<file path="src/hw/rtl/aesc_pkg.sv">
`default_nettype none
// ----------------------------------------------------------------------------
// aesc_pkg: shared definitions for the arithmetic expression syntax checker
// Parse phases, verdict codes, bracket stack sizing, keyword spelling and the
// control and status bundles between the checker and its bracket stack.
// ----------------------------------------------------------------------------
package aesc_pkg;

  localparam int MAX_NEST = 32;
  localparam int DEPTH_W  = $clog2(MAX_NEST + 1);
  localparam int ADDR_W   = (MAX_NEST > 1) ? $clog2(MAX_NEST) : 1;

  localparam logic KIND_CHAR = 1'b0;
  localparam logic KIND_END  = 1'b1;

  localparam logic [1:0] VERDICT_PENDING  = 2'd0;
  localparam logic [1:0] VERDICT_ACCEPTED = 2'd1;
  localparam logic [1:0] VERDICT_REJECTED = 2'd2;

  localparam logic BR_PAREN  = 1'b0;
  localparam logic BR_SQUARE = 1'b1;

  localparam logic [1:0] KW_SIN = 2'd0;
  localparam logic [1:0] KW_COS = 2'd1;
  localparam logic [1:0] KW_TAN = 2'd2;
  localparam logic [1:0] KW_LOG = 2'd3;

  typedef enum logic [8:0] {
    PH_OPND_MINUS = 9'b000000001,
    PH_OPND       = 9'b000000010,
    PH_KEYWORD    = 9'b000000100,
    PH_SGROUP     = 9'b000001000,
    PH_INT        = 9'b000010000,
    PH_DOT        = 9'b000100000,
    PH_FRAC       = 9'b001000000,
    PH_AFTER      = 9'b010000000,
    PH_FAIL       = 9'b100000000
  } phase_t;

  typedef struct packed {
    logic clear;
    logic push;
    logic pop;
    logic kind;
  } stk_cmd_t;

  typedef struct packed {
    logic empty;
    logic full;
    logic top_kind;
  } stk_stat_t;

  // Spelling of the keywords: sin( cos( tan( log(
  function automatic logic [7:0] kw_char(input logic [1:0] which, input logic [1:0] pos);
    logic [7:0] c;
    c = "(";
    case (which)
      KW_SIN: begin
        case (pos)
          2'd0:    c = "s";
          2'd1:    c = "i";
          2'd2:    c = "n";
          default: c = "(";
        endcase
      end
      KW_COS: begin
        case (pos)
          2'd0:    c = "c";
          2'd1:    c = "o";
          2'd2:    c = "s";
          default: c = "(";
        endcase
      end
      KW_TAN: begin
        case (pos)
          2'd0:    c = "t";
          2'd1:    c = "a";
          2'd2:    c = "n";
          default: c = "(";
        endcase
      end
      default: begin
        case (pos)
          2'd0:    c = "l";
          2'd1:    c = "o";
          2'd2:    c = "g";
          default: c = "(";
        endcase
      end
    endcase
    return c;
  endfunction

endpackage
`default_nettype wire

</file>
<file path="src/hw/rtl/aesc_stack.sv">
`default_nettype none
// ----------------------------------------------------------------------------
// aesc_stack: bracket kind stack
// Kinds live in a synchronous memory. The top is held in a register and the
// entry beneath it is read ahead every cycle, so a pop has its new top ready
// at the next edge.
// ----------------------------------------------------------------------------
module aesc_stack (
  input  logic                 clk,
  input  logic                 rst,
  input  aesc_pkg::stk_cmd_t   cmd,
  output aesc_pkg::stk_stat_t  stat
);
  import aesc_pkg::*;

  logic               mem [MAX_NEST];
  logic [DEPTH_W-1:0] depth;
  logic [DEPTH_W-1:0] depth_next;
  logic [DEPTH_W-1:0] rd_ptr;
  logic [ADDR_W-1:0]  rd_addr;
  logic               top_kind;
  logic               below;

  always_comb begin
    depth_next = depth;
    if (cmd.clear) begin
      depth_next = '0;
    end else if (cmd.push) begin
      depth_next = depth + DEPTH_W'(1);
    end else if (cmd.pop) begin
      depth_next = depth - DEPTH_W'(1);
    end
  end

  // Prefetch the entry beneath the next top; it never aliases the write slot
  assign rd_ptr  = depth_next - DEPTH_W'(2);
  assign rd_addr = rd_ptr[ADDR_W-1:0];

  always_ff @(posedge clk) begin
    if (rst) begin
      depth <= '0;
    end else begin
      depth <= depth_next;
    end
  end

  always_ff @(posedge clk) begin
    if (cmd.push) begin
      mem[depth[ADDR_W-1:0]] <= cmd.kind;
    end
    below <= mem[rd_addr];
  end

  always_ff @(posedge clk) begin
    if (cmd.push) begin
      top_kind <= cmd.kind;
    end else if (cmd.pop) begin
      top_kind <= below;
    end
  end

  assign stat.empty    = (depth == '0);
  assign stat.full     = (depth == DEPTH_W'(MAX_NEST));
  assign stat.top_kind = top_kind;

endmodule
`default_nettype wire

</file>
<file path="config.mk">
export PLATFORM = sky130hd
export DESIGN_NAME = aesc_stack
export DESIGN_NICKNAME = d
export VERILOG_FILES = /design/src/hw/rtl/aesc_pkg.sv /design/src/hw/rtl/aesc_stack.sv
export SDC_FILE = /design/constraint.sdc
export NUM_CORES = 1
export LEC_CHECK = 0
export BUFFER_PORTS_ARGS = -buffer_cell sky130_fd_sc_hd__buf_4
export CORE_ASPECT_RATIO = 0.8
export CORE_UTILIZATION = 60
export CTS_CLUSTER_SIZE = 24
export DETAILED_ROUTE_END_ITERATION = 16
export HOLD_SLACK_MARGIN = 0.08
export PLACE_DENSITY = 0.78
export RECOVER_POWER = 25
export SYNTH_ARGS = -nofsm -noshare
export SYNTH_HDL_FRONTEND = slang
export SYNTH_SLANG_ARGS = --single-unit
</file>
<file path="constraint.sdc">
create_clock -name clk -period 2.8 [get_ports clk]
set_input_delay 0.28 -clock clk [delete_from_list [all_inputs] [get_ports clk]]
set_output_delay 0.28 -clock clk [all_outputs]
set_load 0.05 [all_outputs]
</file>
==> results of run 1 <==
-- critical path: cells and delay by family (launching register included) --
kind	cells	cell delay, ps
fa+ha+maj	2	610
compound gates	1	290
buf+inv	2	210
flops	1	440
simple gates	2	230
mux	3	600
-- layout by cell type (no fill, tap or decap), drive strengths merged, types with 2 or more instances in the layout --
| master | instances |
|---|---|
| a211oi | 2 |
| and3 | 2 |
| buf | 9 |
| clkbuf | 7 |
| clkinv | 2 |
| dfxtp | 7 |
| edfxtp | 33 |
| ha | 6 |
| inv | 4 |
| mux2 | 3 |
| mux2i | 19 |
| mux4 | 4 |
| nand2 | 10 |
| nand2b | 2 |
| nand3 | 4 |
| nor2 | 23 |
| nor3 | 18 |
| nor3b | 2 |
| or3 | 2 |
| xnor2 | 2 |
-- registers in the layout, indices dropped and copies added (netlist names) --
signal,flops
top_kind,1
depth,6
below,1
mem,32
-- stage by stage --
stage | util (%) | instances
after CTS | 69.8 | 218
after global placement | 66.9 | 210
after floorplan | - | 170
final | 69.7 | 218
after detailed placement | 66.9 | 210
after global routing | 69.7 | 218
-- cells by family (layout without fill, tap and decap cells) --
group,after synthesis,after routing,synth area share (%)
flops,40,40,55.0
mux,26,26,15.9
compound gates,9,9,3.04
fa+ha+maj,6,6,3.65
simple gates,72,72,17.6
xor+xnor,3,3,1.28
buf+inv,14,22,3.59
-- power breakdown --
part	switching (W)	internal [W]
Clock	0.000190	0.000196
Sequential	0.0000129	0.000658
Combinational	0.0000998	0.0000741
Total	0.000303	0.000928
-- per-layer routing --
metal | vias to the layer above | share of wire, % | track usage, % | routed length (µm)
li1 | 635 | - | - | -
met1 | 638 | 43 | 35.5 | 1680
met2 | 60 | 46 | 37.8 | 1810
met3 | 7 | 9.3 | 5.83 | 362
met4 | 0 | 1.1 | 9.22 | 41
met5 | - | 0 | 0 | 0
-- cell type report --
type,count,share of cell area (%)
sequential,40,51.1
multi-input combinational,116,38.5
clock inverter,2,0.452
inverter,4,0.679
tap,40,2.26
clock buffer,6,3.73
timing repair buffer,10,3.22
-- final timing paths --
| check | from | to | cells past startpoint |
|---|---|---|---|
| hold reg to reg | below$_DFF_P_ | top_kind$_DFFE_PP_ | 1 |
| setup reg to reg | depth[0]$_SDFF_PP0_ | below$_DFF_P_ | 10 |
| hold / removal | rst | depth[5]$_SDFFE_PP0P_ | 2 |
| setup / recovery | depth[0]$_SDFF_PP0_ | below$_DFF_P_ | 10 |
==> run_results.csv, run 1 <==
group,metric,value,unit
detailed_routing,vias_per_cell,6.15,
setup_path,critPathMaxFanout,7,
clock_tree,cts_tree,"done",
finish,area_growth,7.54,%
sta,rsz0062_at_grt,"false",
global_routing,antenna_found_initial,0,
detailed_routing,drc,0,
synthesis,yosysSeqAreaShare,55.0,%
synthesis,yosysMostFrequentCell,"edfxtp_1",
place,post-dp-hpwl,2730,µm
synthesis,synth-edff-count,33,
sta,final-max-slew-violation-count,0,
floorplan,fp.dieW,67.5,µm
setup_path,r2r_setup_slack,310,ps
clock_tree,post_cts_buffers,0,
job,maxCapViolations,0,
global_routing,gr-total-overflow,0,
floorplan,coreArea,3180,µm²
clock_tree,cts-root-buf,"clkbuf_8",
synthesis,yosysUniqueCellTypes,42,
synthesis,synth_flop_cell,"edfxtp_1",
synthesis,netlist_top_cells_count,"edfxtp_1 (33), nor2_1 (23), mux2i_1 (18), nor3_1 (18), nand2_1 (9)",
clock_tree,numClockSinks,40,
detailed_routing,wl,3890,µm
floorplan,dieArea,3670,µm²
setup_path,critPathLaunchType,"flip-flop",
sta,worst_pin_slew,1130,ps
floorplan,die_height,54.4,µm
sta,setup_tns,0,ps
finish,num_antenna_cells,0,
clock_tree,clkLatencyLatePin,290,ps
pwr,power,0.00123,W
synthesis,avgSynthCellArea,12.1,µm²
floorplan,initial_core_util,64.8,%
finish,layout.nets,189,
sta,setup_slack,310,ps
detailed_routing,drt_iter0_drc,217,
finish,multi_input_area,852,µm²
clock_tree,cts_buffer_depth,2,
clock_tree,clkTransAtPathRegs,70,ps
detailed_routing,wl_per_cell,17.9,µm
synthesis,synth.top_cells.by_area,"edfxtp_1 (48%), mux2i_1 (8.8%), dfxtp_1 (6.8%), nor3_1 (4.4%), mux4_2 (4.4%)",
sta,fin_crit,2490,ps
synthesis,syn_area,2060,µm²
synthesis,synth-seq-cells,40,
sta,fin_skew,4.62,ps
synthesis,ys_warn_count,0,
synthesis,yosys.area.top_type_share,48.2,%
setup_path,cp.arrival,2670,ps
setup_path,critical_path_required,2980,ps
place,place_area,2120,µm²
setup_path,worstPathCellList,"inv_1 > ha_1 > and2_1 > a211oi_1 > nor2_1 > inv_1 > ha_1 > mux4_2 > mux2i_1 > mux2_1",
synthesis,synthCells,170,
finish,seq_area,1130,µm²
setup_path,max_stage_delay,440,ps
setup_path,critical_path_class,"reg -> reg",
floorplan,rows,18,
place,io_buffer_count,8,
pwr,p_leak,0.806,nW
clock_tree,cts_buffers,5,
synthesis,synth_nets,182,
detailed_routing,ant_nets,0,
place,place_congestion,0.893,
sta,max_slew_margin,24.9,%
sta,finalHoldViolations,0,
detailed_routing,via_count,1340,
clock_tree,holdBufCountCts,0,
global_routing,grt_pass1_wl,6200,µm
synthesis,async_flop_share,0,%
setup_path,endpoint_kind,"flip-flop",
pwr,p_per_area,557,nW/µm²
setup_path,slowest_stage,"dfxtp_1",
sta,timing.final.crit_share,88.9,%
min_path,holdCritPathClass,"in -> reg",
status,outcome,"complete, no violations",
global_routing,grt_max_degree,34,
pwr,irDropWorstVdd,0.365,mV
global_routing,gr-usage-all-layers,25.1,%
detailed_routing,dr.pass1.iters,4,
sta,finalSetupViolCount,0,
global_routing,grt_pass1_vias,1208,
finish,fillers,242,
clock_tree,cts_htree_levels,2,
sta,worst_hold_slack,214,ps
place,pre_cts_slack,331,ps
floorplan,io_pins,9,
clock_tree,ctsResizeCount,0,
finish,drive_above_1_share,15.2,%
synthesis,yosysTopAreaCell,"edfxtp_1",
sta,clock.fmax,402,MHz
finish,design_area,2210,µm²
(Power assumes the default switching activity.)
==> run 2, diff against run 1 <==
--- a/config.mk
+++ b/config.mk
@@ -6,7 +6,7 @@
 export NUM_CORES = 1
 export LEC_CHECK = 0
 export BUFFER_PORTS_ARGS = -buffer_cell sky130_fd_sc_hd__buf_4
-export CORE_ASPECT_RATIO = 0.8
+export CORE_ASPECT_RATIO = 0.9
 export CORE_UTILIZATION = 60
 export CTS_CLUSTER_SIZE = 24
 export DETAILED_ROUTE_END_ITERATION = 16
==> run_results.csv, run 2 (same netlist as run 1, synthesis figures left out) <==
group,metric,value,unit
detailed_routing,drt_iter0_drc,108,
setup_path,worstReg2RegStart,"depth[0]$_SDFF_PP0_",
sta,clock.fmax,395,MHz
detailed_routing,drc,0,
setup_path,critical_path_required,2980,ps
finish,fillers,234,
pwr,power_frac_clock,30.0,%
pwr,irDropWorstVdd,0.352,mV
floorplan,dieArea,3670,µm²
floorplan,initial_core_util,65.1,%
setup_path,endpoint_kind,"flip-flop",
clock_tree,clkLatencyLatePin,290,ps
sta,fin_skew,4.49,ps
floorplan,fp.dieW,63.7,µm
finish,final_common_cell,"edfxtp_1",
detailed_routing,ant_nets,0,
setup_path,r2r-end,"below$_DFF_P_",
min_path,holdCritPathClass,"in -> reg",
sta,timing.final.crit_share,90.3,%
global_routing,antenna_found_initial,0,
finish,drive_above_1_share,14.0,%
global_routing,use_met2,34.3,%
sta,finalSetupViolCount,0,
floorplan,coreArea,3160,µm²
clock_tree,cts-root-buf,"clkbuf_8",
sta,rsz0062_at_grt,"false",
sta,max_slew_margin,22.6,%
min_path,holdPathStages,2,
setup_path,critPathMaxFanout,7,
clock_tree,cts_tree,"done",
finish,final_util,69.7,%
detailed_routing,wl_per_cell,16.7,µm
setup_path,cp.arrival,2710,ps
finish,largest_reg_flops,32,
job,maxCapViolations,0,
setup_path,critPathLaunchType,"flip-flop",
floorplan,io_pins,9,
global_routing,grt_pass1_wl,5980,µm
global_routing,grt_pass1_vias,1295,
global_routing,grt_max_degree,34,
place,place_congestion,0.862,
clock_tree,ctsResizeCount,0,
place,post-dp-hpwl,2610,µm
pwr,power_frac_seq,55.6,%
sta,fin_crit,2530,ps
setup_path,crit_start,"depth[0]$_SDFF_PP0_",
pwr,combPwrFrac,14.4,%
min_path,whs_endpoint,"depth[5]$_SDFFE_PP0P_",
global_routing,gr-total-overflow,0,
sta,worst_pin_slew,1160,ps
setup_path,r2r_cells,10,
pwr,switching_power,0.000296,W
pwr,p_leak,0.797,nW
place,pre_cts_slack,298,ps
detailed_routing,via_count,1329,
global_routing,top_usage_layer,"met2",
global_routing,gr-usage-all-layers,22.3,%
clock_tree,clkTransAtPathRegs,70,ps
finish,multi_input_area,852,µm²
clock_tree,cts_buffers,5,
setup_path,r2r_setup_slack,270,ps
pwr,power,0.00120,W
finish,num_antenna_cells,0,
clock_tree,cts_htree_levels,2,
detailed_routing,wl,3680,µm
pwr,p_per_area,546,nW/µm²
finish,layout.nets,189,
place,io_buffer_count,8,
global_routing,use_met3,4.60,%
min_path,hp-start,"rst",
global_routing,grtUsageMet1,30.4,%
sta,finalHoldViolations,0,
finish,seq_area,1130,µm²
sta,setup_tns,0,ps
status,outcome,"complete, no violations",
clock_tree,numClockSinks,40,
finish,area_growth,7.12,%
sta,worst_hold_slack,212,ps
setup_path,critical_path_class,"reg -> reg",
clock_tree,cts_buffer_depth,2,
floorplan,rows,19,
clock_tree,holdBufCountCts,0,
finish,layout_common_cells,"edfxtp_1 (33), nor2_1 (23), nor3_1 (18), mux2i_1 (18)",
sta,final-max-slew-violation-count,0,
pwr,switching_share,24.6,%
sta,setup_slack,271,ps
clock_tree,post_cts_buffers,0,
pwr,cell_internal_pwr,0.000906,W
detailed_routing,dr.pass1.iters,4,
detailed_routing,vias_per_cell,6.04,
floorplan,die_height,57.5,µm
## run 2: cell types whose count changed in the layout (fill, tap and decap cells not counted), sizes merged
cell | previous run | this run
clkbuf | 7 | 8
clkinv | 2 | 1
## run 2: worst max-delay path, cell delays in order, from the launching register on
cell and delay [ps]:
dfxtp_1 450, inv_1 130, ha_1 330, nor3b_1 230, a211oi_1 90, nor2_1 140, inv_1 80, ha_1 360
mux4_2 240, mux2i_1 70, mux2_1 290
## run 2: layout make-up
cell class / count / share of cell area (%)
clock inverters: 1 / 0.227
repair buffers: 10 / 3.24
well taps: 42 / 2.39
inverters: 4 / 0.681
flip-flops and latches: 40 / 51.3
multi-input cells: 116 / 38.7
clock buffers: 7 / 3.46
## run 2: worst max path at each step
stage	slack, ps	depth (start not counted)	endpoint
floorplan	230	10	below$_DFF_P_
global placement	420	10	below$_DFF_P_
detailed placement	300	10	below$_DFF_P_
CTS	280	10	below$_DFF_P_
global route	60	10	below$_DFF_P_
finish	270	10	below$_DFF_P_
## run 2: layer usage
metal / vias to the layer above / part of all wire, %
met3: 7 / 5.6
met1: 641 / 44
li1: 636 / -
met4: 0 / 1.4
met2: 45 / 49
met5: - / 0
## run 2: per-stage QoR
| step | cells | cell area [µm²] |
|---|---|---|
| CTS | 220 | 2210 |
| global placement | 212 | 2130 |
| detailed placement | 212 | 2130 |
| global route | 220 | 2200 |
| floorplan | 170 | 2060 |
| finish | 220 | 2200 |
## run 2: power groups by stage
stage               Clock (W)  Sequential, W  Combinational [W]
CTS                  0.000363       0.000668           0.000175
floorplan                   0       0.000675           0.000139
detailed placement          0       0.000681           0.000174
global route         0.000380       0.000670           0.000188
finish               0.000360       0.000669           0.000174
global placement            0       0.000681           0.000168
==> run 3, diff against run 2 <==
==> constraint.sdc (replaced) <==
create_clock -name clk -period 2.8 [get_ports clk]
set_input_delay 0.56 -clock clk [delete_from_list [all_inputs] [get_ports clk]]
set_output_delay 0.56 -clock clk [all_outputs]
set_load 0.05 [all_outputs]
==> run_results.csv, run 3 (same netlist as run 1, synthesis figures left out) <==
group,metric,value,unit
sta,finalHoldViolations,0,
detailed_routing,wl_per_cell,17.3,µm
clock_tree,clkTransAtPathRegs,80,ps
global_routing,grt_pass1_vias,1319,
global_routing,grt_pass1_wl,6530,µm
global_routing,grtUsageMet1,34.7,%
setup_path,worstReg2RegStart,"depth[1]$_SDFF_PP0_",
floorplan,die_height,57.5,µm
detailed_routing,ant_nets,0,
floorplan,rows,19,
detailed_routing,drc,0,
global_routing,antenna_found_initial,0,
global_routing,use_met3,7.40,%
finish,largest_reg_flops,32,
detailed_routing,wl,3820,µm
setup_path,r2r-end,"below$_DFF_P_",
sta,worst_pin_slew,1090,ps
floorplan,initial_core_util,65.1,%
clock_tree,cts_buffer_depth,2,
detailed_routing,drt_iter0_drc,126,
finish,layout.nets,190,
sta,rsz0062_at_grt,"false",
pwr,p_per_area,584,nW/µm²
setup_path,r2r_cells,10,
setup_path,crit_start,"depth[1]$_SDFF_PP0_",
place,place_congestion,0.914,
clock_tree,cts-root-buf,"clkbuf_8",
clock_tree,cts_buffers,5,
pwr,irDropWorstVdd,0.400,mV
setup_path,worstPathCellList,"inv_1 > ha_1 > nor3b_1 > a211oi_1 > nor2_1 > inv_1 > ha_1 > mux4_2 > mux2i_1 > mux2_1",
finish,final_common_cell,"edfxtp_1",
pwr,p_leak,0.814,nW
floorplan,dieArea,3670,µm²
min_path,hp-start,"rst",
status,outcome,"complete, no violations",
setup_path,critical_path_required,2990,ps
setup_path,critPathMaxFanout,6,
sta,setup_tns,0,ps
finish,design_area,2240,µm²
sta,max_slew_margin,27.3,%
sta,timing.final.crit_share,90.0,%
setup_path,cp.arrival,2710,ps
finish,fillers,236,
finish,layout_common_cells,"edfxtp_1 (33), nor2_1 (23), nor3_1 (18), mux2i_1 (18), buf_4 (10)",
finish,seq_area,1130,µm²
job,maxCapViolations,0,
finish,area_growth,8.76,%
finish,multi_input_area,852,µm²
setup_path,endpoint_kind,"flip-flop",
global_routing,grt_max_degree,34,
sta,clock.fmax,397,MHz
global_routing,gr-total-overflow,0,
global_routing,gr-usage-all-layers,24.6,%
detailed_routing,via_count,1328,
sta,worst_hold_slack,473,ps
sta,fin_crit,2520,ps
min_path,holdPathStages,2,
clock_tree,numClockSinks,40,
min_path,whs_endpoint,"depth[1]$_SDFF_PP0_",
global_routing,use_met2,35.6,%
min_path,holdCritPathClass,"in -> reg",
global_routing,top_usage_layer,"met2",
place,io_buffer_count,8,
floorplan,fp.dieW,63.7,µm
finish,drive_above_1_share,15.1,%
sta,finalSetupViolCount,0,
clock_tree,cts_tree,"done",
clock_tree,post_cts_buffers,0,
finish,num_antenna_cells,0,
clock_tree,holdBufCountCts,0,
place,place_area,2130,µm²
clock_tree,cts_htree_levels,2,
detailed_routing,vias_per_cell,6.01,
floorplan,io_pins,9,
clock_tree,clkLatencyLatePin,300,ps
sta,fin_skew,6.89,ps
setup_path,max_stage_delay,470,ps
sta,final-max-slew-violation-count,0,
detailed_routing,dr.pass1.iters,4,
place,post-dp-hpwl,2630,µm
setup_path,r2r_setup_slack,280,ps
floorplan,coreArea,3160,µm²
clock_tree,ctsResizeCount,0,
setup_path,critical_path_class,"reg -> reg",
setup_path,slowest_stage,"dfxtp_1",
setup_path,critPathLaunchType,"flip-flop",
==> run 3: cell count changes in the layout (fill, tap and decap cells not counted), sizes merged <==
cell    previous run  this run
bufinv             0         1
buf                9        10
clkbuf             8         7
==> run 3: worst max-delay path by stage <==
stage | endpoint | slack (ps) | cells past startpoint
final | below$_DFF_P_ | 280 | 10
after global routing | below$_DFF_P_ | 90 | 10
after CTS | below$_DFF_P_ | 290 | 10
after detailed placement | below$_DFF_P_ | 280 | 8
after global placement | below$_DFF_P_ | 340 | 8
after floorplan | below$_DFF_P_ | 230 | 10
==> run 3: cell type report <==
cell class / count / area share [%]
Tap cell: 42 / 2.35
Sequential cell: 40 / 50.6
Timing Repair Buffer: 11 / 3.52
Clock buffer: 6 / 3.24
Inverter: 4 / 0.671
Multi-Input combinational cell: 116 / 38.1
Clock inverter: 2 / 1.57
==> run 3: worst max-delay path, delay by kind of cell, from the launching register on <==
family | cells | cell delay (ps)
adders and majority gates | 2 | 660
muxes | 3 | 590
DFF | 1 | 470
and+or+nand+nor | 2 | 370
buffers and inverters | 2 | 210
AOI/OAI and AO/OA | 1 | 90
==> run 3: routing by layer <==
metal  share of wire, %  vias up
met5                  0        -
met4                1.9        0
met3                5.6        9
met2                 47       31
met1                 45      648
li1                   -      640
==> run 3: metrics by stage <==
step / cells / power, W / util, % / setup slack [ps]
global route: 221 / 0.00135 / 70.8 / 91.4
detailed placement: 213 / 0.000857 / 67.5 / 285
CTS: 221 / 0.00131 / 70.9 / 286
finish: 221 / 0.00131 / 70.8 / 281
floorplan: 170 / 0.000815 / - / 234
global placement: 213 / 0.000851 / 67.5 / 338
==> run 3: report_power, final <==
part / switching (W) / leakage [nW] / internal (W)
Sequential: 0.0000130 / 0.356 / 0.000657
Combinational: 0.0000988 / 0.403 / 0.0000739
Clock: 0.000199 / 0.0552 / 0.000264
Total: 0.000311 / 0.814 / 0.000996
